## config.mk

```make
export PLATFORM = sky130hd
export DESIGN_NAME = bpj_sat_stage
export DESIGN_NICKNAME = d
export VERILOG_FILES = /design/src/rtl/bpj_pkg.sv /design/src/rtl/bpj_sat_stage.sv
export SDC_FILE = /design/constraint.sdc
export NUM_CORES = 1
export LEC_CHECK = 0
export ABC_AREA = 1
export BUFFER_PORTS_ARGS = -buffer_cell sky130_fd_sc_hd__buf_2
export CAP_MARGIN = 0
export CORE_AREA = 4 4 103 105
export DETAILED_ROUTE_END_ITERATION = 16
export DIE_AREA = 0 0 107 109
export GPL_TIMING_DRIVEN = 1
export MAX_ROUTING_LAYER = met4
export PLACE_DENSITY = 0.81
export RECOVER_POWER = 100
export SETUP_SLACK_MARGIN = 0.15
export SYNTH_ARGS = -nofsm -noshare
export SYNTH_HDL_FRONTEND = slang
export SYNTH_SLANG_ARGS = --single-unit
```

## constraint.sdc

```tcl
create_clock -name clk -period 7.49 [get_ports clk]
set_clock_uncertainty 0.05 [all_clocks]
set_input_delay 1.498 -clock clk [delete_from_list [all_inputs] [get_ports clk]]
set_output_delay 1.498 -clock clk [all_outputs]
set_load 0.005 [all_outputs]
```

## src/rtl/bpj_pkg.sv

```systemverilog
// bpj_pkg: shared types, constants and register codes of the depth pixel
// back-projection core
// no dependencies
`default_nettype none

package bpj_pkg;

  // field widths
  localparam int unsigned IDX_W     = 12;
  localparam int unsigned DEPTH_W   = 16;
  localparam int unsigned COEF_W    = 32;
  localparam int unsigned OUT_W     = 24;
  localparam int unsigned FRAC_BITS = 24;
  localparam int unsigned RAY_W     = IDX_W + DEPTH_W;      // col*d, row*d
  localparam int unsigned PROD_W    = COEF_W + RAY_W + 1;   // signed product
  localparam int unsigned PSUM_W    = PROD_W + 1;
  localparam int unsigned ACC_W     = PROD_W + 3;
  localparam int unsigned CFG_IDX_W = 3;

  // default image bound
  localparam int unsigned MAX_DIMENSION_DEF = 4096;

  // configuration register indexes
  typedef enum logic [CFG_IDX_W-1:0] {
    REG_INV_K_00    = 3'd0,
    REG_INV_K_01    = 3'd1,
    REG_INV_K_02    = 3'd2,
    REG_INV_K_11    = 3'd3,
    REG_INV_K_12    = 3'd4,
    REG_INV_K_22    = 3'd5,
    REG_MIN_DEPTH   = 3'd6,
    REG_MAX_DEPTH   = 3'd7
  } cfg_reg_t;

  // configuration register file contents
  typedef struct packed {
    logic signed [COEF_W-1:0]  k00;
    logic signed [COEF_W-1:0]  k01;
    logic signed [COEF_W-1:0]  k02;
    logic signed [COEF_W-1:0]  k11;
    logic signed [COEF_W-1:0]  k12;
    logic signed [COEF_W-1:0]  k22;
    logic        [DEPTH_W-1:0] depth_lo;
    logic        [DEPTH_W-1:0] depth_hi;
  } cfg_t;

  // input pixel
  typedef struct packed {
    logic [IDX_W-1:0]   row;
    logic [IDX_W-1:0]   col;
    logic [DEPTH_W-1:0] d;
    logic               present;
  } pix_t;

  // after ray stage
  typedef struct packed {
    logic               ok;
    logic [DEPTH_W-1:0] d;
    logic [RAY_W-1:0]   cd;
    logic [RAY_W-1:0]   rd;
  } ray_t;

  // after multiply stage
  typedef struct packed {
    logic                     ok;
    logic signed [PROD_W-1:0] p00;
    logic signed [PROD_W-1:0] p01;
    logic signed [PROD_W-1:0] p02;
    logic signed [PROD_W-1:0] p11;
    logic signed [PROD_W-1:0] p12;
    logic signed [PROD_W-1:0] p22;
  } prod_t;

  // after partial sums
  typedef struct packed {
    logic                     ok;
    logic signed [PSUM_W-1:0] xa;
    logic signed [PSUM_W-1:0] xb;
    logic signed [PSUM_W-1:0] ya;
    logic signed [PSUM_W-1:0] yb;
    logic signed [PSUM_W-1:0] za;
  } psum_t;

  // full sums, rounding offset included
  typedef struct packed {
    logic                    ok;
    logic signed [ACC_W-1:0] ax;
    logic signed [ACC_W-1:0] ay;
    logic signed [ACC_W-1:0] az;
  } acc_t;

  // result point
  typedef struct packed {
    logic signed [OUT_W-1:0] x;
    logic signed [OUT_W-1:0] y;
    logic signed [OUT_W-1:0] z;
    logic                    valid;
  } point_t;

endpackage

`default_nettype wire

```

## src/rtl/bpj_sat_stage.sv

```systemverilog
// bpj_sat_stage: scale by 2^-24, saturate to 24 bits, zero skipped points;
// holds the output register; depends on bpj_pkg
`default_nettype none

module bpj_sat_stage
  import bpj_pkg::*;
(
  input  wire logic   clk,
  input  wire logic   rst_n,
  input  wire logic   in_valid,
  output logic        in_ready,
  input  wire acc_t   in_data,
  output logic        out_valid,
  input  wire logic   out_ready,
  output point_t      out_data
);

  localparam int unsigned Q_W = ACC_W - FRAC_BITS;
  localparam logic signed [Q_W-1:0] Q_MAX = Q_W'((64'sd1 <<< (OUT_W - 1)) - 64'sd1);
  localparam logic signed [Q_W-1:0] Q_MIN = Q_W'(-(64'sd1 <<< (OUT_W - 1)));

  logic   valid_r;
  point_t data_r;
  point_t data_nxt;

  // floor shift then clamp
  function automatic logic signed [OUT_W-1:0] scale_sat(input logic signed [ACC_W-1:0] acc);
    logic signed [Q_W-1:0] q;
    q = Q_W'(acc >>> FRAC_BITS);
    if (q > Q_MAX) begin
      return OUT_W'(Q_MAX);
    end else if (q < Q_MIN) begin
      return OUT_W'(Q_MIN);
    end
    return OUT_W'(q);
  endfunction

  assign in_ready = !valid_r || out_ready;

  always_comb begin
    data_nxt.valid = in_data.ok;
    data_nxt.x     = in_data.ok ? scale_sat(in_data.ax) : '0;
    data_nxt.y     = in_data.ok ? scale_sat(in_data.ay) : '0;
    data_nxt.z     = in_data.ok ? scale_sat(in_data.az) : '0;
  end

  always_ff @(posedge clk) begin
    if (!rst_n) begin
      valid_r <= 1'b0;
    end else if (in_ready) begin
      valid_r <= in_valid;
    end
  end

  always_ff @(posedge clk) begin
    if (in_ready && in_valid) begin
      data_r <= data_nxt;
    end
  end

  assign out_valid = valid_r;
  assign out_data  = data_r;

endmodule

`default_nettype wire

```

# --- Word level (Yosys, flattened, before mapping) ---
# Index checks and enable logic that the tools add are counted.
op_classes:
  magnitude_cmp: 6
  muxes: 15
  reduce_logical: 3
op_table:
  columns: ["operator", "count"]
  rows:
  - ["two-way mux 24 bit", 9]
  - ["greater-than comparator 40 x 24 -> 1 bit, second input constant", 3]
  - ["less-than comparator 40 x 24 -> 1 bit, second input constant", 3]
  - ["two-way mux 1 bit", 6]
  - ["logical AND 1 bit", 1]
  - ["logical NOT 1 bit", 1]
  - ["logical OR 1 bit", 1]
word_totals:
  ff_bits: 74
  inputBits: 197
  output_inout_bits: 75
  elab_cells: 29

# --- Depth between registers and ports, before layout ---
logic_depth:
  depth_word: 4
  ltp_mapped: 7

# --- Worst setup path after synthesis ---
# No wires, ideal clock.
synth_timing:
  kind: "input port to flip-flop"
  from: "in in_valid"
  to: "reg data_r (netlist bit out_data[0]) (enable)"
  setup_ns: 0.528
  t_arrival_ns: 5.073
  path_slack_ns: 1.839
  cell_stages: 2
  path_buffers: 0
  cell_sequence: "inv_1 a21oi_1"
synth_via:
  elab_chain_len: 1
synth_lines:
  columns: ["element", "line", "source"]
  rows:
  - ["start, declared", "bpj_sat_stage.sv:10", "input wire logic in_valid,"]
  - ["logical AND 1 bit", "bpj_sat_stage.sv:56", "if (in_ready && in_valid) begin"]
  - ["end signal, assigned", "bpj_sat_stage.sv:57", "data_r <= data_nxt;"]
  - ["end, declared", "bpj_sat_stage.sv:23", "point_t data_r;"]
# No other way between the ends.
# A chain may end at the register's enable or synchronous reset.

# --- Final worst setup path ---
layout_timing:
  from: "in in_data[192] (netlist name)"
  to: "reg data_r (netlist bit out_data[32]) (data pin)"
layout_lines:
  columns: ["element", "line", "source"]
  rows:
  - ["start, declared", "bpj_sat_stage.sv:12", "input wire acc_t in_data,"]
# No word-level cell between the ends.

==> flow_metrics.py <==
metrics = {
    "sta": {
        "tns_ns": 0,
        "rsz0062_at_grt": "no",
        "finalCritPeriodShare_pct": 65.24,
        "setup_viol": 0,
        "min_period_ns": 4.886,
        "tightest_slew_ns": 3.599,
        "hold_viol": 0,
        "drv_slew": 95,
        "fmax_mhz": 204.7,
        "maxSlewHeadroom_pct": -139.9,
    },
    "cells_and_area": {
        "syn_to_final_growth_pct": 29.98,
        "final_cell_mix": "148 x buf_2, 116 x nand2_1, 73 x edfxtp_1",
        "final_core_util_pct": 49.52,
        "drive_gt1_share_pct": 39.85,
        "nets": 729,
        "layout_commonest_cell": "buf_2",
        "n_fill_cell": 973,
    },
    "clock_tree": {
        "postCtsSetupRepairBufs": 0,
        "clkSinkCount": 74,
        "cts.clk_slew.worst_paths_ns": 0.08,
        "cts-resized-gates": 0,
        "cts_max_path_buffers": 2,
        "clk_latency_ns": 0.34,
        "cts-root-buf": "clkbuf_8",
        "cts_tree": "built",
        "cts_made_buffers": 9,
        "cts_max_level": 3,
        "cts_hold_buf": 0,
    },
    "drt": {
        "wirelength_um": 9644,
        "vias": 3120,
        "wl_per_cell_um": 14.37,
        "drc": 0,
        "antenna_left": 0,
        "firstDrtPassIters": 4,
        "vias_per_cell": 4.650,
        "drt_iter0_drc": 128,
    },
    "floorplanning": {
        "rows": 36,
        "io_pins": 272,
        "dieHeight_um": 109,
        "die-width_um": 107,
        "die_area_sq_um": 11660,
        "start_util_pct": 38.10,
        "core_sq_um": 9639,
    },
    "pwr": {
        "p_leak_nw": 1.972,
        "irDropWorstVdd_v": 0.0001086,
        "power.density_nw_per_um2": 203.3,
    },
    "synthesis": {
        "netlist_area_sq_um": 3672,
        "ys_types": 15,
        "synth.avg_cell_area_sq_um": 10.83,
        "synthCells": 339,
        "syn_nets": 536,
        "ys_warn_count": 0,
        "ys_ff_latch": 74,
        "ys_seq_area_share_pct": 60.24,
    },
    "grt": {
        "grt_use_met3_pct": 5.388,
        "grt_first_pass_wirelength_um": 14210,
        "use_met1_pct": 19.45,
        "grt_remaining_overflow": 0,
        "first_global_vias": 3010,
        "grt.busiest_layer": "met2",
        "antenna_found_initial": 1,
        "grt_max_degree": 61,
        "use_met2_pct": 25.90,
        "grt_usage_pct": 16.10,
    },
    "worst_setup_path": {
        "cp.required_ns": 7.36,
        "crit_path_end_kind": "flip-flop",
        "worstPathMaxFanout": 60,
        "start_kind": "input pin",
        "path_cells": "clkbuf_1 -> clkinvlp_2 -> clkbuf_1 -> a21oi_1",
        "critPathArrivalTime_ns": 4.76,
        "cp_common_cell": "clkbuf_1",
        "crit_buf_inv": 3,
        "max_stage_delay_ns": 2.56,
        "cp_top_family": "buffers and inverters",
        "crit_type": "input pin to flip-flop",
        "slowest_stage": "clkbuf_1",
    },
    "worst_hold_path": {
        "hold_path_class": "flip-flop to flip-flop",
    },
    "placement": {
        "dp_hpwl_um": 7327,
        "port_buffers": 199,
        "place.gp.congestion": 0.8489,
    },
    "run_status": {
        "outcome": "finished, violations left",
        "violations": "capacitance limit, slew limit",
    },
    "run": {
        "drv_cap": 2,
    },
}
==> Yosys cell counts (all sizes together) <==
master    n  area (sq um)
a21boi    1         7.510
a21oi    70         575.6
buf      14         145.1
clkbuf    5         18.77
clkinv    1         3.750
dfxtp     1         20.02
edfxtp   73          2192
inv       8         30.03
nand2   118         450.4
nand3b    3         22.52
nor2     42         157.7
o21ai     3         48.80
==> metrics by stage <==
step / hold slack (ns) / setup WS (ns) / total power, W / cells / instance area [sq um]
after global placement: 0.4894 / 3.980 / 0.0006470 / 654 / 4698
after floorplan: 0.4729 / 1.839 / 0.0005822 / 339 / 3672
after CTS: 0.5003 / 4.044 / 0.0009871 / 670 / 4908
final: 0.4671 / 2.604 / 0.0009707 / 671 / 4773
after detailed placement: 0.4864 / 3.889 / 0.0006526 / 654 / 4698
after global routing: 0.5199 / 2.274 / 0.001017 / 671 / 4773
==> flip-flops by register name, summed over array words and instances, names as in the netlist <==
name and flops:
out_data 73, out_valid 1
==> worst register-to-register path: stages (launching register included) <==
cell and delay [ns]:
dfxtp_1 0.33, a21oi_1 2.38, buf_4 0.75
==> metal layers <==
layer | wire length [um] | up-vias
met1 | 3990 | 1442
met5 | 0 | -
met2 | 4627 | 132
met3 | 895 | 11
li1 | - | 1535
met4 | 131 | 0
==> power breakdown <==
group | switching (W) | total (W) | internal (W)
combinational | 0.0000784 | 0.000138 | 0.0000594
clock | 0.000147 | 0.000335 | 0.000188
sequential | 0.00000775 | 0.000498 | 0.000490
==> final cells by class <==
cell class	instances	area, sq um	area share (%)
Antenna cell	1	2.502	0.05242
Timing Repair Buffer	201	943.4	19.76
Tap cell	133	166.4	3.486
Multi-Input combinational cell	237	1204	25.22
Inverter	9	35.03	0.7339
Clock inverter	5	78.83	1.651
Clock buffer	11	131.4	2.752
Sequential cell	74	2212	46.34
==> cell families (layout without fill, tap and decap cells) <==
| family | after synthesis | count (layout) | synth area share (%) |
|---|---|---|---|
| AND/OR/NAND/NOR | 163 | 163 | 17.17 |
| AO/OA/AOI/OAI | 74 | 74 | 17.21 |
| flip-flops | 74 | 74 | 60.24 |
| buffers and inverters | 28 | 226 | 5.383 |
| other | 0 | 1 | 0 |
==> final timing paths <==
kind / from / end / slack [ns] / depth (start not counted)
max reg2reg: out_valid / out_data[63] / 3.59 / 2
max: in_data[192] / out_data[32] / 2.60 / 4
min reg2reg: out_valid / out_valid / 0.47 / 2
min: out_valid / out_valid / 0.47 / 2
No activity file was read; power rests on OpenSTA's default activity.
