==> src/rtl/bpj_pkg.sv <==
// bpj_pkg: shared types, constants and register codes of the depth pixel
// back-projection core
// no dependencies
`default_nettype none

package bpj_pkg;

  // field widths
  localparam int unsigned IDX_W     = 12;
  localparam int unsigned DEPTH_W   = 16;
  localparam int unsigned COEF_W    = 32;
  localparam int unsigned OUT_W     = 24;
  localparam int unsigned FRAC_BITS = 24;
  localparam int unsigned RAY_W     = IDX_W + DEPTH_W;      // col*d, row*d
  localparam int unsigned PROD_W    = COEF_W + RAY_W + 1;   // signed product
  localparam int unsigned PSUM_W    = PROD_W + 1;
  localparam int unsigned ACC_W     = PROD_W + 3;
  localparam int unsigned CFG_IDX_W = 3;

  // default image bound
  localparam int unsigned MAX_DIMENSION_DEF = 4096;

  // configuration register indexes
  typedef enum logic [CFG_IDX_W-1:0] {
    REG_INV_K_00    = 3'd0,
    REG_INV_K_01    = 3'd1,
    REG_INV_K_02    = 3'd2,
    REG_INV_K_11    = 3'd3,
    REG_INV_K_12    = 3'd4,
    REG_INV_K_22    = 3'd5,
    REG_MIN_DEPTH   = 3'd6,
    REG_MAX_DEPTH   = 3'd7
  } cfg_reg_t;

  // configuration register file contents
  typedef struct packed {
    logic signed [COEF_W-1:0]  k00;
    logic signed [COEF_W-1:0]  k01;
    logic signed [COEF_W-1:0]  k02;
    logic signed [COEF_W-1:0]  k11;
    logic signed [COEF_W-1:0]  k12;
    logic signed [COEF_W-1:0]  k22;
    logic        [DEPTH_W-1:0] depth_lo;
    logic        [DEPTH_W-1:0] depth_hi;
  } cfg_t;

  // input pixel
  typedef struct packed {
    logic [IDX_W-1:0]   row;
    logic [IDX_W-1:0]   col;
    logic [DEPTH_W-1:0] d;
    logic               present;
  } pix_t;

  // after ray stage
  typedef struct packed {
    logic               ok;
    logic [DEPTH_W-1:0] d;
    logic [RAY_W-1:0]   cd;
    logic [RAY_W-1:0]   rd;
  } ray_t;

  // after multiply stage
  typedef struct packed {
    logic                     ok;
    logic signed [PROD_W-1:0] p00;
    logic signed [PROD_W-1:0] p01;
    logic signed [PROD_W-1:0] p02;
    logic signed [PROD_W-1:0] p11;
    logic signed [PROD_W-1:0] p12;
    logic signed [PROD_W-1:0] p22;
  } prod_t;

  // after partial sums
  typedef struct packed {
    logic                     ok;
    logic signed [PSUM_W-1:0] xa;
    logic signed [PSUM_W-1:0] xb;
    logic signed [PSUM_W-1:0] ya;
    logic signed [PSUM_W-1:0] yb;
    logic signed [PSUM_W-1:0] za;
  } psum_t;

  // full sums, rounding offset included
  typedef struct packed {
    logic                    ok;
    logic signed [ACC_W-1:0] ax;
    logic signed [ACC_W-1:0] ay;
    logic signed [ACC_W-1:0] az;
  } acc_t;

  // result point
  typedef struct packed {
    logic signed [OUT_W-1:0] x;
    logic signed [OUT_W-1:0] y;
    logic signed [OUT_W-1:0] z;
    logic                    valid;
  } point_t;

endpackage

`default_nettype wire

==> src/rtl/bpj_accum_stage.sv <==
// bpj_accum_stage: two register stages that add the products and the
// rounding offset; depends on bpj_pkg
`default_nettype none

module bpj_accum_stage
  import bpj_pkg::*;
(
  input  wire logic  clk,
  input  wire logic  rst_n,
  input  wire logic  in_valid,
  output logic       in_ready,
  input  wire prod_t in_data,
  output logic       out_valid,
  input  wire logic  out_ready,
  output acc_t       out_data
);

  localparam logic signed [PSUM_W-1:0] RND = PSUM_W'(1) <<< (FRAC_BITS - 1);

  logic  ps_valid_r;
  psum_t ps_r;
  psum_t ps_nxt;
  logic  ps_ready;
  logic  ps_move;
  logic  acc_valid_r;
  acc_t  acc_r;
  acc_t  acc_nxt;

  // first stage: pairwise sums, rounding offset folded in
  assign ps_ready = !ps_valid_r || ps_move;
  assign ps_move  = !acc_valid_r || out_ready;
  assign in_ready = ps_ready;

  always_comb begin
    ps_nxt.ok = in_data.ok;
    ps_nxt.xa = PSUM_W'(in_data.p00) + PSUM_W'(in_data.p01);
    ps_nxt.xb = PSUM_W'(in_data.p02) + RND;
    ps_nxt.ya = PSUM_W'(in_data.p11);
    ps_nxt.yb = PSUM_W'(in_data.p12) + RND;
    ps_nxt.za = PSUM_W'(in_data.p22) + RND;
  end

  always_ff @(posedge clk) begin
    if (!rst_n) begin
      ps_valid_r <= 1'b0;
    end else if (ps_ready) begin
      ps_valid_r <= in_valid;
    end
  end

  always_ff @(posedge clk) begin
    if (ps_ready && in_valid) begin
      ps_r <= ps_nxt;
    end
  end

  // second stage: final sums
  always_comb begin
    acc_nxt.ok = ps_r.ok;
    acc_nxt.ax = ACC_W'(ps_r.xa) + ACC_W'(ps_r.xb);
    acc_nxt.ay = ACC_W'(ps_r.ya) + ACC_W'(ps_r.yb);
    acc_nxt.az = ACC_W'(ps_r.za);
  end

  always_ff @(posedge clk) begin
    if (!rst_n) begin
      acc_valid_r <= 1'b0;
    end else if (ps_move) begin
      acc_valid_r <= ps_valid_r;
    end
  end

  always_ff @(posedge clk) begin
    if (ps_move && ps_valid_r) begin
      acc_r <= acc_nxt;
    end
  end

  assign out_valid = acc_valid_r;
  assign out_data  = acc_r;

endmodule

`default_nettype wire

==> config.mk <==
export PLATFORM = sky130hd
export DESIGN_NAME = bpj_accum_stage
export DESIGN_NICKNAME = d
export VERILOG_FILES = /design/src/rtl/bpj_pkg.sv /design/src/rtl/bpj_accum_stage.sv
export SDC_FILE = /design/constraint.sdc
export NUM_CORES = 1
export LEC_CHECK = 0
export BUFFER_PORTS_ARGS = -buffer_cell sky130_fd_sc_hd__buf_2
export CAP_MARGIN = 15
export CELL_PAD_IN_SITES_DETAIL_PLACEMENT = 1
export CELL_PAD_IN_SITES_GLOBAL_PLACEMENT = 1
export CORE_MARGIN = 10
export CORE_UTILIZATION = 44
export DETAILED_ROUTE_END_ITERATION = 7
export PLACE_DENSITY_LB_ADDON = 0.15
export SYNTH_ARGS = -nofsm -noshare
export SYNTH_HDL_FRONTEND = slang
export SYNTH_SLANG_ARGS = --single-unit
==> constraint.sdc <==
create_clock -name clk -period 10.8 [get_ports clk]
set_clock_uncertainty 0.15 [all_clocks]
set_input_delay 0.54 -clock clk [delete_from_list [all_inputs] [get_ports clk]]
set_output_delay 0.54 -clock clk [all_outputs]
set_load 0.01 [all_outputs]
* Yosys cells after proc, flatten, opt, wreduce, memory -nomap -nowiden *
Cells that the tools add are included.
Widths: inputs -> output; s select.

storage, ports and cells
  word-level logic and storage cells = 24
  output and inout bits = 195
  memories kept = 0
  register bits = 503
  RAM bits = 0
  bits in latches = 0
  bits of input ports = 371
  memory bits (read-only) = 0

operators by class
  mux-type cells = 0
  add/subtract/negate cells = 6
  multipliers = 0
  shift-type cells = 0
  divide/modulo/power cells = 0
  bitwise operators = 0
  magnitude comparators = 0
  equal/unequal tests = 0
  reductions and logical operators = 6

operators by type and width
  cell                    count
  $add 61x25->62 const B  3
  $add 61x62->63          1
  $add 62x62->63          1
  $add 61x61->62          1
  $logic_and 1x1->1       2
  $logic_not 1->1         2
  $logic_or 1x1->1        2

* Depth between registers and ports, before layout *
  depth after elaboration = 4
  mapped depth = 12
  gate-level depth less buffers = 12

* Worst setup path after synthesis *
Ideal clock, no wire load.

  path type = input -> register
  start point = in out_ready
  end point = reg acc_r (netlist bit out_data[0]) (enable)
  arrival time = 8.961 ns
  setup time = 0.764 ns
  data required time = 9.886 ns
  cell stages on the path = 2
  setup slack = 0.925 ns
  buffers on the path = 0
  cells stage by stage = nor2b_1 > nor2b_1

on the way
  word-level cells in the longest chain between the ends = 2

ends and longest elaborated chain
  element               line                   text
  from (decl)           bpj_accum_stage.sv:14  input wire logic out_ready,
  $logic_or 1x1->1      bpj_accum_stage.sv:31  assign ps_move = !acc_valid_r || out_ready;
  $logic_and 1x1->1     bpj_accum_stage.sv:74  if (ps_move && ps_valid_r) begin
  to (signal assigned)  bpj_accum_stage.sv:75  acc_r <= acc_nxt;
  to (decl)             bpj_accum_stage.sv:26  acc_t acc_r;

Every way passes these cells.
A chain may end at the register's enable or synchronous reset.

==> flow_summary.ini <==
[timing]
maxSlewHeadroom_pct = 36.0
report.final.hold_viol_count = 0
rsz0062_at_grt = no
count_of_endpoints_failing_setup_in_the_final_report = 0
max_freq_mhz = 254
tightest_slew_ns = 0.960
worst_slack_ns = 6.86
final.period_utilization_pct = 36.5
timing_max_transition_violations_final = 0
layout_min_cycle_time_ns = 3.94
finalSetupTns_ns = 0

[run_status]
outcome = finished clean

[clock_network]
tritoncts = built
post_cts_repair_setup_buffers = 0
ctsRootBufferMaster = sky130_fd_sc_hd__clkbuf_16
cts-htree-levels = 2
cts-root-to-sink-buffers = 3
clk-insertion-delay-late_ns = 0.62
cts_resized = 0
cts_hold_buffers = 130
cts_num_sinks = 501
clk_transition_reported_paths_ns = 0.07
cts_buffers = 52

[drt]
totalWireLength_mm = 102
postRouteAntennaNets = 0
wire_per_inst_um = 25.1
dr_total_vias = 23200
drt_iter0_markers = 1599
routed_via_density = 5.70
remaining_drc_errors = 0
drt_first_pass_iters = 5

[logic_synthesis]
largest_family_of_logic_cells_by_synthesized_area = compound AO/OA/AOI/OAI gates
synth.yosys.seq_area_share_pct = 53.0
synth-main-ff-cell = sky130_fd_sc_hd__edfxtp_1
ys_ff_latch = 501
synthDistinctLibCells = 91
synth-compound-area-share_pct = 15.5
post_synth_fa_ha_maj_area_fraction_pct = 8.51
syn_inst = 2499
synthesis.area_per_instance_um2 = 11.3
area_share_of_and_or_nand_nor_cells_after_synthesis_pct = 12.2
synth_async_sr_flop_share_pct = 0
number_of_enable_flip_flop_cells_after_synthesis = 499
syn_area_mm2 = 0.0283
yosys.area_share.xor_xnor_pct = 8.53
yosys_warns = 0
synth_mux_area_share_pct = 0.0353
postSynthNetCount = 3061

[global_route]
largest_net_degree_at_the_start_of_global_routing = 77
grt_pass1_vias = 25000
grt.overflow.total = 0
grt_antenna_before_repair = 18
global_route.usage.total_pct = 26.1
first_pass_grt_wire_length_mm = 152

[worst_hold_path]
hold-path-cell-count = 1
holdCritPathClass = in2reg

[setup_path]
worst_setup_path_start_kind = register
timing_worst_setup_path_type = reg2reg
crit_required_ns = 10.99
crit_path_max_fanout = 5
buf_inv_stages_crit_path = 0
crit_cells = 11
arrival_time_at_the_worst_endpoint_ns = 4.13
rr_worst_depth = 11
crit_path_end_kind = register
slowest_stage_cell_cp = sky130_fd_sc_hd__a2111oi_2
crit_chain = ha_1 -> fa_1 -> a21oi_1 -> o21ai_2 -> a2111oi_2 -> o31a_1 -> o311a_1 -> nor3_2 -> a31oi_1 -> o21bai_1 -> xor2_1
critical_path_s_top_delay_family = compound AO/OA/AOI/OAI gates
timing.critical_path.slowest_cell_delay_ns = 0.50

[floorplanning]
coreArea_mm2 = 0.0634
floorplan.die.width_um = 274
rows = 92
die_area_mm2 = 0.0750
fp.dieH_um = 274
floorplan.io_pins = 566
initial_core_util_pct = 44.7

[power]
fin_total_pwr_mw = 5.66
power.density_mw_per_mm2 = 162
worst_voltage_drop_across_the_vdd_grid_v = 0.0000985
leakagePower_nw = 14.1

[job]
number_of_maximum_capacitance_violations = 0

[placed_design]
input_output_buffers = 565
globalplace.congestion = 0.903
dp_worst_setup_slack_ns = 6.72
hpwl_after_detailed_placement_mm = 78.1

[layout]
syn2layout_area_growth_pct = 23.5
fin_nets = 3732
final_layout_size_suffix_gt1_share_pct = 21.9
[registers in the layout, summed over array words and instances, names as in the netlist]
| register | flops |
|---|---|
| acc_nxt | 63 |
| out_data | 189 |
| out_valid | 1 |
| ps_r | 247 |
| ps_valid_r | 1 |
[through the flow]
step / cell area (um2) / hold slack (ns) / utilization (%) / std cells
6_report: 35000 / 0.0299 / 55.2 / 4072
5_1_grt: 35000 / 0.00374 / 55.2 / 4072
4_1_cts: 35000 / 0.000330 / 55.1 / 4058
3_5_place_dp: 31900 / 0.256 / 50.4 / 3832
3_3_place_gp: 31900 / 0.251 / 50.3 / 3831
2_1_floorplan: 28300 / 0.250 / - / 2499
[where the power goes]
| group | switching, mW | internal, mW |
|---|---|---|
| logic | 0.845 | 0.522 |
| clock network | 0.801 | 1.06 |
| registers | 0.0664 | 2.37 |
| total | 1.71 | 3.95 |
[cells in the mapped netlist (all sizes together), types with 11 or more instances]
cell,instances,share of area [%]
o31ai,11,0.33
inv,67,0.89
a31oi,29,0.71
and4,14,0.44
edfxtp,499,53
and3,34,0.77
nand3,73,1.3
o21ai,117,2.1
and2,13,0.29
nor2b,17,0.38
a21oi,217,3.8
o21bai,45,1.2
nor2,153,2.0
o21a,25,0.66
clkbuf,60,0.80
or3,20,0.44
nor3,46,0.83
xnor2,174,5.4
o211ai,20,0.55
a21o,102,2.7
buf,26,0.49
nand2,206,2.7
nand4,81,1.8
ha,188,8.3
a211oi,24,0.69
xor2,102,3.2
[kinds of logic (layout without fill, tap and decap cells)]
family                     after synthesis  count (layout)
and+or+nand+nor                        706             706
other                                    0              14
AOI/OAI and AO/OA                      671             671
xor gates and xnor gates               276             276
DFF                                    501             501
muxes                                    1               1
adders and majority gates              191             191
buffers and inverters                  153             866
[worst reg2reg max path: cells and delay by family, from the launching register on]
family,cells,cell delay [ns]
adder cells (fa/ha/maj),2,0.69
XOR/XNOR,1,0.16
flip-flops,1,0.42
AND/OR/NAND/NOR,1,0.08
AO/OA/AOI/OAI,7,2.18
[metal layers]
layer	wire (um)	GRT usage [%]
met1	40300	30.9
met5	45	0
met3	6280	5.40
met2	52200	46.2
met4	3420	9.57
[final cells by class]
class                           instances  area [um2]
Fill cell                            6950       28400
Sequential cell                       501       15000
Multi-Input combinational cell       1845       12700
Timing Repair Buffer                  703        4190
Clock buffer                           60        1370
Tap cell                              846        1060
Clock inverter                         36         354
Inverter                               67         251
Antenna cell                           14        35.0
[path summary, 6_finish.rpt]
check / start / to / slack [ns]
worst max-delay path: ps_r[186] / out_data[186] / 6.86
worst min-delay path: in_data[142] / ps_r[144] / 0.03
worst max register to register: ps_r[186] / out_data[186] / 6.86
worst min register to register: acc_nxt[29] / out_data[29] / 0.26
[layout by cell type, fill, tap and decap left out, drive strengths merged, types with 9 or more instances in the layout]
cell type / instances
clkinv: 28
and4: 14
o211ai: 20
buf: 573
inv: 67
o21a: 25
o31ai: 11
nand2b: 9
nand3: 73
nor2: 153
a31oi: 29
a21oi: 217
edfxtp: 499
or3: 20
a211oi: 24
a21o: 102
nand4: 81
nand2: 206
clkbuf: 60
xnor2: 174
ha: 188
nor3: 46
o21bai: 45
o21ai: 117
nor2b: 17
or2: 10
diode: 14
xor2: 102
dlygate4sd3: 130
and2: 13
and3: 34
No activity file was read; power rests on OpenSTA's default activity.
