===== src/rtl/bpj_pkg.sv =====
// bpj_pkg: shared types, constants and register codes of the depth pixel
// back-projection core
// no dependencies
`default_nettype none

package bpj_pkg;

  // field widths
  localparam int unsigned IDX_W     = 12;
  localparam int unsigned DEPTH_W   = 16;
  localparam int unsigned COEF_W    = 32;
  localparam int unsigned OUT_W     = 24;
  localparam int unsigned FRAC_BITS = 24;
  localparam int unsigned RAY_W     = IDX_W + DEPTH_W;      // col*d, row*d
  localparam int unsigned PROD_W    = COEF_W + RAY_W + 1;   // signed product
  localparam int unsigned PSUM_W    = PROD_W + 1;
  localparam int unsigned ACC_W     = PROD_W + 3;
  localparam int unsigned CFG_IDX_W = 3;

  // default image bound
  localparam int unsigned MAX_DIMENSION_DEF = 4096;

  // configuration register indexes
  typedef enum logic [CFG_IDX_W-1:0] {
    REG_INV_K_00    = 3'd0,
    REG_INV_K_01    = 3'd1,
    REG_INV_K_02    = 3'd2,
    REG_INV_K_11    = 3'd3,
    REG_INV_K_12    = 3'd4,
    REG_INV_K_22    = 3'd5,
    REG_MIN_DEPTH   = 3'd6,
    REG_MAX_DEPTH   = 3'd7
  } cfg_reg_t;

  // configuration register file contents
  typedef struct packed {
    logic signed [COEF_W-1:0]  k00;
    logic signed [COEF_W-1:0]  k01;
    logic signed [COEF_W-1:0]  k02;
    logic signed [COEF_W-1:0]  k11;
    logic signed [COEF_W-1:0]  k12;
    logic signed [COEF_W-1:0]  k22;
    logic        [DEPTH_W-1:0] depth_lo;
    logic        [DEPTH_W-1:0] depth_hi;
  } cfg_t;

  // input pixel
  typedef struct packed {
    logic [IDX_W-1:0]   row;
    logic [IDX_W-1:0]   col;
    logic [DEPTH_W-1:0] d;
    logic               present;
  } pix_t;

  // after ray stage
  typedef struct packed {
    logic               ok;
    logic [DEPTH_W-1:0] d;
    logic [RAY_W-1:0]   cd;
    logic [RAY_W-1:0]   rd;
  } ray_t;

  // after multiply stage
  typedef struct packed {
    logic                     ok;
    logic signed [PROD_W-1:0] p00;
    logic signed [PROD_W-1:0] p01;
    logic signed [PROD_W-1:0] p02;
    logic signed [PROD_W-1:0] p11;
    logic signed [PROD_W-1:0] p12;
    logic signed [PROD_W-1:0] p22;
  } prod_t;

  // after partial sums
  typedef struct packed {
    logic                     ok;
    logic signed [PSUM_W-1:0] xa;
    logic signed [PSUM_W-1:0] xb;
    logic signed [PSUM_W-1:0] ya;
    logic signed [PSUM_W-1:0] yb;
    logic signed [PSUM_W-1:0] za;
  } psum_t;

  // full sums, rounding offset included
  typedef struct packed {
    logic                    ok;
    logic signed [ACC_W-1:0] ax;
    logic signed [ACC_W-1:0] ay;
    logic signed [ACC_W-1:0] az;
  } acc_t;

  // result point
  typedef struct packed {
    logic signed [OUT_W-1:0] x;
    logic signed [OUT_W-1:0] y;
    logic signed [OUT_W-1:0] z;
    logic                    valid;
  } point_t;

endpackage

`default_nettype wire


===== src/rtl/bpj_ray_stage.sv =====
// bpj_ray_stage: validity check and ray terms col*d, row*d
// depends on bpj_pkg
`default_nettype none

module bpj_ray_stage
  import bpj_pkg::*;
#(
  parameter int unsigned MAX_DIMENSION = MAX_DIMENSION_DEF
) (
  input  wire logic clk,
  input  wire logic rst_n,
  input  wire cfg_t cfg,
  input  wire logic in_valid,
  output logic      in_ready,
  input  wire pix_t in_data,
  output logic      out_valid,
  input  wire logic out_ready,
  output ray_t      out_data
);

  logic valid_r;
  ray_t data_r;
  ray_t data_nxt;

  // stage moves when empty or when downstream takes its item
  assign in_ready = !valid_r || out_ready;

  // range checks and the two small products
  always_comb begin
    data_nxt.ok = in_data.present &&
                  (in_data.d >= cfg.depth_lo) && (in_data.d <= cfg.depth_hi) &&
                  (32'(in_data.row) < 32'(MAX_DIMENSION)) &&
                  (32'(in_data.col) < 32'(MAX_DIMENSION));
    data_nxt.d  = in_data.d;
    data_nxt.cd = RAY_W'(in_data.col) * RAY_W'(in_data.d);
    data_nxt.rd = RAY_W'(in_data.row) * RAY_W'(in_data.d);
  end

  always_ff @(posedge clk) begin
    if (!rst_n) begin
      valid_r <= 1'b0;
    end else if (in_ready) begin
      valid_r <= in_valid;
    end
  end

  always_ff @(posedge clk) begin
    if (in_ready && in_valid) begin
      data_r <= data_nxt;
    end
  end

  assign out_valid = valid_r;
  assign out_data  = data_r;

endmodule

`default_nettype wire


===== config.mk =====
export PLATFORM = sky130hd
export DESIGN_NAME = bpj_ray_stage
export DESIGN_NICKNAME = d
export VERILOG_FILES = /design/src/rtl/bpj_pkg.sv /design/src/rtl/bpj_ray_stage.sv
export SDC_FILE = /design/constraint.sdc
export NUM_CORES = 1
export LEC_CHECK = 0
export BUFFER_PORTS_ARGS = -buffer_cell sky130_fd_sc_hd__buf_2
export CORE_MARGIN = 1.5
export CORE_UTILIZATION = 52
export CTS_CLUSTER_DIAMETER = 60
export CTS_CLUSTER_SIZE = 40
export DETAILED_ROUTE_END_ITERATION = 10
export PLACE_DENSITY = 0.8
export SLEW_MARGIN = 15
export SYNTH_ARGS = -nofsm -noshare
export SYNTH_HDL_FRONTEND = slang
export SYNTH_SLANG_ARGS = --single-unit

===== constraint.sdc =====
create_clock -name clk -period 5.5 [get_ports clk]
set_input_delay 1.1 -clock clk [delete_from_list [all_inputs] [get_ports clk]]
set_output_delay 1.1 -clock clk [all_outputs]
set_load 0.01 [all_outputs]

**Word-level counts from Yosys, hierarchy flattened**

Cells that the tools add are included.

- $mul: 2
- $lt $le $gt $ge: 2
- Reductions and logical operators: 5

Operators with widths:

| cell | number |
|---|---|
| multiplier 12 x 16 -> 28 bit | 2 |
| >= comparator 16 bit | 1 |
| less-or-equal comparator 16 bit | 1 |
| logical AND 1 bit | 3 |
| logical NOT 1 bit | 1 |
| logical OR 1 bit | 1 |

- Register bits: 74
- Input port bits: 269
- Output and inout bits: 75
- Logic and storage cells: 14

**Depth between registers and ports, before layout**

Gate-level depths: netlist of the first run.

- Depth after elaboration: 3
- Depth in mapped cells: 19
- Mapped depth without buffers: 18

**Worst setup path before layout of the first run**

OpenSTA, ideal clock, no wires.

- Path kind: input to register
- Start point: input in_data[23] in the netlist's numbering
- End point: register data_r, in the netlist out_data[50], data pin
- Setup time: 0.265 ns
- Arrival: 5.440 ns
- Required time: 5.235 ns
- Setup slack: -0.205 ns
- Stages on the path: 18
- Path buffers: 1
- Cell sequence: clkbuf_1 -> and2_1 -> fa_1 -> inv_1 -> fa_1 -> inv_1 -> fa_1 -> fa_1 -> inv_1 -> fa_1 -> inv_1 -> ha_1 -> a211oi_1 -> o21ai_0 -> nand3_1 -> nand3_2 -> a311o_1 -> xor2_1

RTL lines:

| what | line | RTL |
|---|---|---|
| start, declared | bpj_ray_stage.sv:15 | `input wire pix_t in_data,` |
| end signal, assigned | bpj_ray_stage.sv:49 | `data_r <= data_nxt;` |
| end, declared | bpj_ray_stage.sv:22 | `ray_t data_r;` |

==> run summary, run 1 <==
pin count of the biggest net entering global routing -> 74
library cell occupying the most area in the post-synthesis netlist -> sky130_fd_sc_hd__fa_1
DR WL/cell -> 16.5 um
clock latency on the worst-skew pair -> 0.37 ns
leading post-synthesis cells by cell area -> sky130_fd_sc_hd__fa_1 36%, sky130_fd_sc_hd__edfxtp_1 14%, sky130_fd_sc_hd__ha_1 13%, sky130_fd_sc_hd__inv_1 9.4%, sky130_fd_sc_hd__nand2_1 6.7%
Remaining DRCs -> 0
Tightest Pin Transition -> 1.05 ns
post-detailed-route via-to-cell ratio -> 5.38
unrepaired setup endpoints after global routing -> yes
data arrival time of the worst path -> 5.70 ns
final total negative setup slack -> 0 ns
maximum achievable frequency -> 0.183 GHz
horizontal die dimension -> 175 um
predominant post-synthesis flop cell -> sky130_fd_sc_hd__edfxtp_1
initial antenna violation count -> 0
maximum clock path buffer count -> 2
Initial DRC Count -> 794
IR drop worst, VDD -> 0.613 mV
result of the run -> complete, no violations
multi-input combinational cell area -> 12100 um2
flip-flop and latch count after synthesis -> 74
Worst R2R Start -> out_valid$_SDFFE_PN0N_
type of element launching the critical path -> input port
worst setup path end -> out_data[20]$_DFFE_PP_
sequential standard cell area -> 2210 um2
top post-synthesis cells by count -> 387 x sky130_fd_sc_hd__inv_1, 280 x sky130_fd_sc_hd__fa_1, 275 x sky130_fd_sc_hd__nand2_1, 164 x sky130_fd_sc_hd__ha_1, 138 x sky130_fd_sc_hd__and2_1
pwr dens -> 726 nW/um2
classification of the worst setup path -> input port to flip-flop
remaining antenna violation count -> 0
wire length of the first global-routing pass -> 63100 um
Boundary Pins -> 344
growth of design area from synthesis to finish -> 24.4%
worst setup slack for register-to-register paths -> 3.83 ns
height of the die -> 175 um
Crit Reg-Reg Endpoint -> out_data[70]$_DFFE_PP_
Critical Path End Type -> flip-flop
overall die area -> 30700 um2
total standard cell area after synthesis -> 15400 um2
Final setup viols -> 0
leakage power total -> 9.92 nW
R2R cell count -> 2
iteration count of the initial detailed-routing pass -> 5
dpl cell area -> 18000 um2
CTS H-tree depth -> 3
critical path data required time -> 5.74 ns
clock-pin transition on the worst setup and hold timing paths -> 0.07 ns
Hold Fails Final Rpt -> 0
Cells after Synth -> 1673
largest fanout on the critical path -> 9
post-route cell area -> 19200 um2
standard cell core area -> 28900 um2
antenna cell count -> 0
dpl hpwl -> 30100 um
crit share post-route -> 99.4%
Min-Delay Path Depth -> 2
root buffer cell -> sky130_fd_sc_hd__clkbuf_16
cts bufs inserted -> 9
final slew viol count -> 0
number of global-route vias before repair -> 13500
Routability Congestion -> 0.880
yosys warns -> 0
source of the critical timing path -> in_data[10]
synthesized area per cell -> 9.22 um2
placement row count -> 62
max-cap check violation count -> 0
clock sink count -> 74
largest clock skew in the final design -> 0.00900 ns
time the worst path needs with I/O delays and setup -> 5.46 ns
Post-synth EDFFs -> 73
Syn Nets -> 2386
slew margin rel. -> 30.3%
share of flip-flops with an asynchronous set or reset after synthesis -> 0%
number of distinct standard cells referenced by the synthesized netlist -> 54
share of synthesized area occupied by flip-flops and latches -> 14.3%
total number of vias -> 12700
initial standard-cell utilization of the core -> 53.3%
global-route usage over all layers -> 25.7%
hold crit path type -> flip-flop to flip-flop
DRT Wirelength -> 39100 um
number of filler instances in the final layout -> 2159
proportion of layout cells with a drive suffix above 1 -> 24.1%
area share of the largest cell type after synthesis -> 36.3%
top-count cell post-synth -> sky130_fd_sc_hd__inv_1
total global routing overflow -> 0
CTS tree -> built
PortBufs -> 151
Total Nets Final -> 2688
-- layout by cell type (no fill, tap or decap), types with 4 or more instances in the layout --
cell                        instances
sky130_fd_sc_hd__nand2_2            5
sky130_fd_sc_hd__buf_8              5
sky130_fd_sc_hd__a21o_1            28
sky130_fd_sc_hd__and2_4             8
sky130_fd_sc_hd__nand4_1           12
sky130_fd_sc_hd__o21bai_1           6
sky130_fd_sc_hd__a21oi_2           12
sky130_fd_sc_hd__nor3_1             4
sky130_fd_sc_hd__and2_1           130
sky130_fd_sc_hd__edfxtp_1          73
sky130_fd_sc_hd__inv_2              8
sky130_fd_sc_hd__nand3_1           12
sky130_fd_sc_hd__nand2b_1           5
sky130_fd_sc_hd__and3_1             5
sky130_fd_sc_hd__ha_4              17
sky130_fd_sc_hd__ha_1             144
sky130_fd_sc_hd__a21oi_1           30
sky130_fd_sc_hd__inv_1            379
sky130_fd_sc_hd__o21ai_2            8
sky130_fd_sc_hd__o21a_1            11
sky130_fd_sc_hd__buf_2            124
sky130_fd_sc_hd__fa_2               8
sky130_fd_sc_hd__buf_4            196
sky130_fd_sc_hd__nor2_1            23
sky130_fd_sc_hd__a211oi_1           6
sky130_fd_sc_hd__xor2_1            15
sky130_fd_sc_hd__xnor2_1           28
sky130_fd_sc_hd__buf_6             18
sky130_fd_sc_hd__nand2_1          269
sky130_fd_sc_hd__o21ai_0           14
sky130_fd_sc_hd__fa_1             272
sky130_fd_sc_hd__buf_12            11
sky130_fd_sc_hd__nor2b_1            6
sky130_fd_sc_hd__clkbuf_16          9
-- state kept, by name, summed over array words and instances (netlist names) --
register / cells
out_data: 73
out_valid: 1
-- how the worst min path moves through the flow --
stage,from,endpoint,slack (ns)
after floorplan,out_valid$_SDFFE_PN0N_,out_valid$_SDFFE_PN0N_,0.61
after global placement,out_valid$_SDFFE_PN0N_,out_valid$_SDFFE_PN0N_,0.52
after detailed placement,out_valid$_SDFFE_PN0N_,out_valid$_SDFFE_PN0N_,0.53
after CTS,out_valid$_SDFFE_PN0N_,out_valid$_SDFFE_PN0N_,0.54
after global routing,out_valid$_SDFFE_PN0N_,out_valid$_SDFFE_PN0N_,0.60
final,out_valid$_SDFFE_PN0N_,out_valid$_SDFFE_PN0N_,0.54
-- area by class of cell --
type	instances	area share [%]
Sequential cell	74	11.5
Clock inverter	5	0.534
Timing Repair Buffer	358	13.7
Multi-Input combinational cell	1145	62.9
Tap cell	384	2.50
Inverter	387	7.57
Clock buffer	11	1.21
-- per-stage QoR --
step,util (%),worst slack (ns),power (mW),hold slack (ns),std cells
after CTS,63.8,0.00230,12.4,0.540,2348
after global routing,66.4,-0.119,15.2,0.598,2364
after global placement,62.1,-0.553,11.0,0.515,2331
after detailed placement,62.1,-0.640,11.3,0.526,2331
final,66.4,0.0356,13.9,0.537,2364
after floorplan,-,-0.0329,7.43,0.610,1673
-- report_power, final --
group	leakage, nW	switching [mW]	internal [mW]
registers	0.718	0.0461	1.20
logic	9.05	6.04	5.94
clock network	0.160	0.278	0.444
total	9.92	6.37	7.58
-- cell families (layout without fill, tap and decap cells) --
kind of cell,Yosys count,in the layout,synth area share [%]
fa+ha+maj,444,444,49.6
compound gates,159,159,7.14
flops,74,74,14.3
simple gates,495,495,15.2
xor+xnor,45,45,2.55
buf+inv,454,761,11.0
mux,2,2,0.130
-- critical path, stage by stage --
cell and delay (ns):
sky130_fd_sc_hd__buf_12 0.13, sky130_fd_sc_hd__buf_8 0.12, sky130_fd_sc_hd__buf_4 0.13, sky130_fd_sc_hd__and2_1 0.15
sky130_fd_sc_hd__fa_1 0.47, sky130_fd_sc_hd__fa_1 0.57, sky130_fd_sc_hd__fa_1 0.44, sky130_fd_sc_hd__fa_1 0.50
sky130_fd_sc_hd__inv_1 0.05, sky130_fd_sc_hd__fa_1 0.48, sky130_fd_sc_hd__inv_1 0.07, sky130_fd_sc_hd__ha_4 0.31
sky130_fd_sc_hd__nand2_4 0.06, sky130_fd_sc_hd__or2_4 0.27, sky130_fd_sc_hd__buf_6 0.12, sky130_fd_sc_hd__o21bai_4 0.16
sky130_fd_sc_hd__a211o_1 0.31, sky130_fd_sc_hd__o311ai_2 0.08, sky130_fd_sc_hd__buf_4 0.17
-- per-layer routing --
metal | track usage (%) | part of all wire (%)
met1 | 33.0 | 40
met2 | 44.9 | 51
met3 | 4.63 | 7.2
met4 | 6.98 | 2.2
met5 | 0.321 | 0
-- repair_timing --
action / in CTS / in global routing
pin swaps: 4 / 59
buffers inserted: 1 / 16
setup endpoints to repair: 27 / 27
hold endpoints to repair: 0 / 0
gates cloned: 0 / 0
gates resized for setup: 41 / 141
hold buffers: 0 / 0
No activity file was read; power rests on OpenSTA's default activity.
==> run 2, diff against run 1 <==
Settings changed: CELL_PAD_IN_SITES_DETAIL_PLACEMENT set to 0, CELL_PAD_IN_SITES_GLOBAL_PLACEMENT set to 2, CORE_UTILIZATION 52 to 31, PLACE_DENSITY 0.8 to not set, PLACE_DENSITY_LB_ADDON set to 0.1.
==> run 2 against run 1 <==
Against the previous run:
- die area rose by 66%
- flip-flop and latch count is the same
- critical endpoint is now out_data[23]$_DFFE_PP_
- sequential share of layout area down 0.45 points
- largest power group unchanged
- total power increased by 1.2%
==> run summary, run 2 (synthesized netlist as in run 1, its figures left out) <==
Hold Slack -> 0.539 ns (+0.00180 ns)
largest clock skew in the final design -> 0.0151 ns (+0.00608 ns)
dpl hpwl -> 33800 um (+13%)
Critical Path End Type -> flip-flop
PortBufs -> 151 (unchanged)
remaining antenna violation count -> 0 (unchanged)
global-route usage over all layers -> 17.4% (-8.3 points)
overall die area -> 51100 um2 (+66%)
utilization of the core after routing -> 40.7% (-26 points)
DRT Wirelength -> 41700 um (+6.8%)
proportion of layout cells with a drive suffix above 1 -> 25.7% (+1.5 points)
maximum achievable frequency -> 0.183 GHz (about the same)
overall power -> 14.1 mW (+1.2%)
number of filler instances in the final layout -> 5110 (+140%)
root buffer cell -> sky130_fd_sc_hd__clkbuf_16
post-detailed-route via-to-cell ratio -> 4.52 (-16%)
crit share post-route -> 99.4% (about the same)
maximum clock path buffer count -> 2 (unchanged)
CTS H-tree depth -> 3 (unchanged)
classification of the worst setup path -> input port to flip-flop
height of the die -> 226 um (+29%)
proportion of power drawn by the clock network -> 4.5% (-0.7 points)
standard cell core area -> 49100 um2 (+70%)
type of element launching the critical path -> input port
Routability Congestion -> 0.834 (-5.3%)
unrepaired setup endpoints after global routing -> yes
final total negative setup slack -> 0 ns (unchanged)
max-cap check violation count -> 0 (unchanged)
leakage power total -> 10.2 nW (+2.6%)
Largest register FFs -> 73 (unchanged)
wire length of the first global-routing pass -> 67600 um (+7.1%)
critical path data required time -> 5.63 ns (-0.11 ns)
DR WL/cell -> 15.5 um (-6.0%)
result of the run -> complete, no violations
total global routing overflow -> 0 (unchanged)
largest fanout on the critical path -> 8 (-1)
growth of design area from synthesis to finish -> 29.5%
number of instances in the placed design -> 2642 (+13%)
total number of vias -> 12100 (-4.6%)
switching power -> 6.36 mW (-0.15%)
clock sink count -> 74 (unchanged)
clock latency on the worst-skew pair -> 0.40 ns (+0.03 ns)
placement row count -> 81 (+31%)
clock-pin transition on the worst setup and hold timing paths -> 0.07 ns (about the same)
Seq pwr share -> 8.8% (about the same)
fraction of power spent switching nets -> 45.1% (-0.59 points)
number of non-filler instances in the completed layout -> 2685 (+14%)
most common cell after layout, fill and taps aside -> sky130_fd_sc_hd__inv_1
Power Internal -> 7.75 mW (+2.3%)
initial antenna violation count -> 6 (+6)
time the worst path needs with I/O delays and setup -> 5.47 ns (+0.000851 ns)
Comb power frac -> 86.7% (+0.8 points)
IR drop worst, VDD -> 0.515 mV (-16%)
commonest cells after routing, fill and taps aside -> 380 x sky130_fd_sc_hd__inv_1, 274 x sky130_fd_sc_hd__fa_1, 271 x sky130_fd_sc_hd__nand2_1
Final setup viols -> 0 (unchanged)
slew margin rel. -> 63.1% (+33 points)
hold crit path type -> flip-flop to flip-flop
data arrival time of the worst path -> 5.59 ns (-0.11 ns)
cts bufs inserted -> 9 (unchanged)
number of global-route vias before repair -> 12900 (-4.6%)
Tightest Pin Transition -> 0.554 ns (-0.491 ns)
Hold Fails Final Rpt -> 0 (unchanged)
Boundary Pins -> 344 (unchanged)
Initial DRC Count -> 423 (-47%)
# hold bufs at CTS -> 0 (unchanged)
Total Nets Final -> 2725 (+1.4%)
CTS tree -> built
iteration count of the initial detailed-routing pass -> 5 (unchanged)
final slew viol count -> 0 (unchanged)
pwr dens -> 706 nW/um2 (-2.8%)
multi-input combinational cell area -> 12100 um2 (+0.32%)
pin count of the biggest net entering global routing -> 74 (unchanged)
sequential standard cell area -> 2210 um2 (unchanged)
Remaining DRCs -> 0 (unchanged)
initial standard-cell utilization of the core -> 31.5% (-22 points)
horizontal die dimension -> 226 um (+29%)
[run 2: cell types whose count changed in the layout (fill, tap and decap cells not counted), sizes merged]
cell	delta
clkinv	+4
buf	+35
diode	+4
bufinv	-2
[run 2: per-layer routing]
layer  wire length [um]  share of wire [%]  up-vias  GRT usage, %
met5                 22              0.053        -             0
met4                436                1.0        4          3.91
met3               1790                4.3       23          2.85
met2              19700                 47      202          28.7
met1              19800                 47     6098          24.0
li1                   -                  -     5796             -
[run 2: repair_timing]
item,CTS,global route
resized for setup,53,141
cloned,1,0
pin swaps,19,60
endpoints found under the setup margin,30,27
buffers inserted,5,18
[run 2: area by class of cell]
| type | count | area share (%) |
|---|---|---|
| multi-input combinational | 1145 | 60.7 |
| timing repair buffer | 395 | 15.4 |
| sequential | 74 | 11.1 |
| inverter | 387 | 7.27 |
| tap | 664 | 4.16 |
| clock buffer | 9 | 1.13 |
| clock inverter | 7 | 0.301 |
| antenna | 4 | 0.0501 |
[run 2: worst max-delay path, cell delays in order]
cell	delay, ns
sky130_fd_sc_hd__buf_16	0.13
sky130_fd_sc_hd__buf_8	0.13
sky130_fd_sc_hd__buf_6	0.11
sky130_fd_sc_hd__and2_4	0.13
sky130_fd_sc_hd__fa_1	0.52
sky130_fd_sc_hd__inv_1	0.05
sky130_fd_sc_hd__fa_1	0.47
sky130_fd_sc_hd__inv_1	0.05
sky130_fd_sc_hd__fa_1	0.45
sky130_fd_sc_hd__fa_1	0.51
sky130_fd_sc_hd__inv_1	0.05
sky130_fd_sc_hd__fa_1	0.49
sky130_fd_sc_hd__inv_2	0.05
sky130_fd_sc_hd__ha_4	0.23
sky130_fd_sc_hd__a21oi_4	0.14
sky130_fd_sc_hd__o21ai_2	0.09
sky130_fd_sc_hd__a211oi_2	0.30
sky130_fd_sc_hd__o31ai_4	0.13
sky130_fd_sc_hd__buf_6	0.15
sky130_fd_sc_hd__a21o_1	0.15
sky130_fd_sc_hd__xor2_1	0.15
[run 2: path summary, 6_finish.rpt]
kind | cells past startpoint | start | to | slack (ns)
hold reg to reg | 2 | out_valid$_SDFFE_PN0N_ | out_valid$_SDFFE_PN0N_ | 0.54
setup / recovery | 21 | in_data[10] | out_data[23]$_DFFE_PP_ | 0.03
setup reg to reg | 3 | out_valid$_SDFFE_PN0N_ | out_data[48]$_DFFE_PP_ | 3.92
hold / removal | 2 | out_valid$_SDFFE_PN0N_ | out_valid$_SDFFE_PN0N_ | 0.54
[run 2: per-stage QoR]
| step | setup slack [ns] | instance area [um2] |
|---|---|---|
| finish | 0.0348 | 20000 |
| global route | -0.0800 | 20000 |
| CTS | 0.00174 | 19200 |
| detailed placement | -0.775 | 18600 |
| global placement | -0.766 | 18600 |
| floorplan | -0.0329 | 15600 |
[run 2: power groups by stage]
stage | sequential, mW | clock (mW) | combinational (mW)
after floorplan | 1.37 | 0 | 6.07
after CTS | 1.25 | 0.675 | 11.0
after global routing | 1.26 | 0.680 | 13.7
after global placement | 1.25 | 0 | 10.5
after detailed placement | 1.26 | 0 | 10.5
final | 1.24 | 0.640 | 12.2
==> run 3, diff against run 2 <==
==> constraint.sdc (replaced) <==
create_clock -name clk -period 5.5 [get_ports clk]
set_input_delay 0.275 -clock clk [delete_from_list [all_inputs] [get_ports clk]]
set_output_delay 0.275 -clock clk [all_outputs]
set_load 0.01 [all_outputs]
==> run 3 against run 2 <==
Against the previous run:
- total power down 21%
- critical path type unchanged
- maximum frequency up 7.9%
- sequential power about the same
- largest power group unchanged
- clock power down 1%
- critical path depth down 4
- first-iteration DRC count up 4.7%
==> run summary, run 3 (synthesized netlist as in run 1, its figures left out) <==
result of the run -> complete, no violations
type of element launching the critical path -> input port
hold crit path type -> input port to flip-flop
clock latency on the worst-skew pair -> 0.39 ns (about the same)
clock sink count -> 74 (unchanged)
GR Util met2 -> 28.4% (-0.30 points)
height of the die -> 226 um (unchanged)
Power Internal -> 5.83 mW (-25%)
CTS tree -> built
cts bufs inserted -> 9 (unchanged)
number of filler instances in the final layout -> 5234 (+2.4%)
commonest cells after routing, fill and taps aside -> 387 x sky130_fd_sc_hd__inv_1, 280 x sky130_fd_sc_hd__fa_1, 275 x sky130_fd_sc_hd__nand2_1
total global routing overflow -> 0 (unchanged)
proportion of layout cells with a drive suffix above 1 -> 15.9% (-9.8 points)
largest clock skew in the final design -> 0.00855 ns (-0.00653 ns)
multi-input combinational cell area -> 11500 um2 (-5.0%)
slew margin rel. -> 49.5% (-14 points)
proportion of power drawn by the clock network -> 5.7% (+1.2 points)
Remaining DRCs -> 0 (unchanged)
leakage power total -> 9.36 nW (-8.0%)
pwr dens -> 615 nW/um2 (-13%)
initial standard-cell utilization of the core -> 31.5% (unchanged)
maximum clock path buffer count -> 2 (unchanged)
initial antenna violation count -> 5 (-1)
pin count of the biggest net entering global routing -> 45 (-39%)
iteration count of the initial detailed-routing pass -> 4 (-1)
list of cells traversed by the critical path -> buf_2, buf_4, and2_1, fa_1, fa_1, fa_1, fa_1, inv_1, fa_1, inv_1, ha_1, a21oi_1, o21ai_0, a221oi_1, nand4_1, a31oi_1, xnor2_1
Comb power frac -> 83.2% (-3.5 points)
IR drop worst, VDD -> 0.459 mV (-11%)
remaining antenna violation count -> 0 (unchanged)
critical path data required time -> 5.63 ns (about the same)
busiest grt layer -> met2
DR WL/cell -> 15.9 um (+2.0%)
classification of the worst setup path -> input port to flip-flop
standard cell core area -> 49100 um2 (unchanged)
most repeated library cell on the critical path -> sky130_fd_sc_hd__fa_1
max-cap check violation count -> 0 (unchanged)
Final setup viols -> 0 (unchanged)
# hold bufs at CTS -> 0 (unchanged)
sequential standard cell area -> 2210 um2 (unchanged)
Seq pwr share -> 11.1% (+2.3 points)
final total negative setup slack -> 0 ns (unchanged)
crit share post-route -> 92.1% (-7.3 points)
overall die area -> 51100 um2 (unchanged)
root buffer cell -> sky130_fd_sc_hd__clkbuf_16
met1 track demand over resource -> 23.4% (-0.60 points)
global-route usage over all layers -> 17.1% (-0.30 points)
number of global-route vias before repair -> 12500 (-2.6%)
Largest register FFs -> 73 (unchanged)
Critical Path End Type -> flip-flop
maximum achievable frequency -> 0.198 GHz (+7.9%)
Routability Congestion -> 0.796 (-4.5%)
final slew viol count -> 0 (unchanged)
post-detailed-route via-to-cell ratio -> 4.54 (+0.51%)
dpl hpwl -> 33800 um (-0.27%)
PortBufs -> 151 (unchanged)
Initial DRC Count -> 443 (+4.7%)
number of non-filler instances in the completed layout -> 2563 (-4.5%)
largest fanout on the critical path -> 16 (+8)
growth of design area from synthesis to finish -> 17.1%
placement row count -> 81 (unchanged)
Tightest Pin Transition -> 0.750 ns (+0.196 ns)
wire length of the first global-routing pass -> 66800 um (-1.2%)
setup repair bufs after CTS -> 0 (-5)
data arrival time of the worst path -> 5.20 ns (-0.39 ns)
unrepaired setup endpoints after global routing -> no
Boundary Pins -> 344 (unchanged)
DRT Wirelength -> 40600 um (-2.6%)
Total Nets Final -> 2605 (-4.4%)
total number of vias -> 11600 (-4.1%)
clock-pin transition on the worst setup and hold timing paths -> 0.07 ns (about the same)
R2R cell count -> 3 (unchanged)
Hold Fails Final Rpt -> 0 (unchanged)
horizontal die dimension -> 226 um (unchanged)
most common cell after layout, fill and taps aside -> sky130_fd_sc_hd__inv_1
number of instances in the placed design -> 2545 (-3.7%)
crit-path max cell delay -> 0.51 ns (about the same)
global-route met3 utilization -> 2.90% (+0.052 points)
quantity of gates resized following cts -> 0 (-100%)
CTS H-tree depth -> 3 (unchanged)
Slowest cell on crit path -> sky130_fd_sc_hd__fa_1
time the worst path needs with I/O delays and setup -> 5.06 ns (-0.402 ns)
fraction of power spent switching nets -> 47.6% (+2.5 points)
Min-Delay Path Depth -> 2 (unchanged)
switching power -> 5.29 mW (-17%)
## run 3: cell types whose count changed in the layout (fill, tap and decap cells not counted), moves of 14 or more
| cell | delta |
|---|---|
| sky130_fd_sc_hd__a21oi_1 | +18 |
| sky130_fd_sc_hd__ha_1 | +19 |
| sky130_fd_sc_hd__buf_2 | +28 |
| sky130_fd_sc_hd__buf_4 | -106 |
| sky130_fd_sc_hd__buf_6 | -16 |
| sky130_fd_sc_hd__a21oi_2 | -14 |
| sky130_fd_sc_hd__ha_4 | -17 |
## run 3: worst paths after layout
check             slack [ns]                   start                     end
setup / recovery        0.44              in_data[6]  out_data[53]$_DFFE_PP_
hold / removal          0.14                   rst_n  out_valid$_SDFFE_PN0N_
setup reg to reg        3.60  out_valid$_SDFFE_PN0N_  out_data[52]$_DFFE_PP_
hold reg to reg         0.53  out_valid$_SDFFE_PN0N_  out_valid$_SDFFE_PN0N_
## run 3: critical path, delay by kind of cell
| kind | cells | cell delay [ns] |
|---|---|---|
| fa+ha+maj | 6 | 2.65 |
| buf+inv | 4 | 0.74 |
| compound gates | 4 | 1.08 |
| xor+xnor | 1 | 0.11 |
| simple gates | 2 | 0.32 |
## run 3: power groups by stage
| stage | Clock (mW) | Sequential [mW] | Combinational [mW] |
|---|---|---|---|
| final | 0.632 | 1.24 | 9.24 |
| after global routing | 0.679 | 1.26 | 10.6 |
| after CTS | 0.667 | 1.24 | 9.44 |
| after detailed placement | 0 | 1.25 | 9.36 |
| after global placement | 0 | 1.25 | 9.38 |
| after floorplan | 0 | 1.37 | 5.80 |
## run 3: routing by layer
metal | vias up | wire (um)
li1 | 5557 | -
met1 | 5866 | 19700
met2 | 173 | 19100
met3 | 29 | 1430
met4 | 6 | 414
met5 | - | 35
## run 3: per-stage QoR
step                      hold slack (ns)  cell area [um2]  worst slack, ns  total power, mW  utilization [%]
after detailed placement            0.525            17800          -0.0200             10.6             36.2
after global placement              0.510            17800          0.00500             10.6             36.2
after global routing                0.132            18100           0.0989             12.5             36.8
final                               0.136            18100            0.437             11.1             36.8
after CTS                           0.110            18100            0.383             11.4             36.8
after floorplan                     0.374            15400            0.620             7.17                -
## run 3: layout make-up
class | instances | share of cell area, %
clock buffer | 11 | 1.29
tap | 664 | 4.60
timing repair buffer | 275 | 9.75
antenna | 2 | 0.0277
multi-input combinational | 1145 | 63.7
inverter | 387 | 8.04
sequential | 74 | 12.2
clock inverter | 5 | 0.305
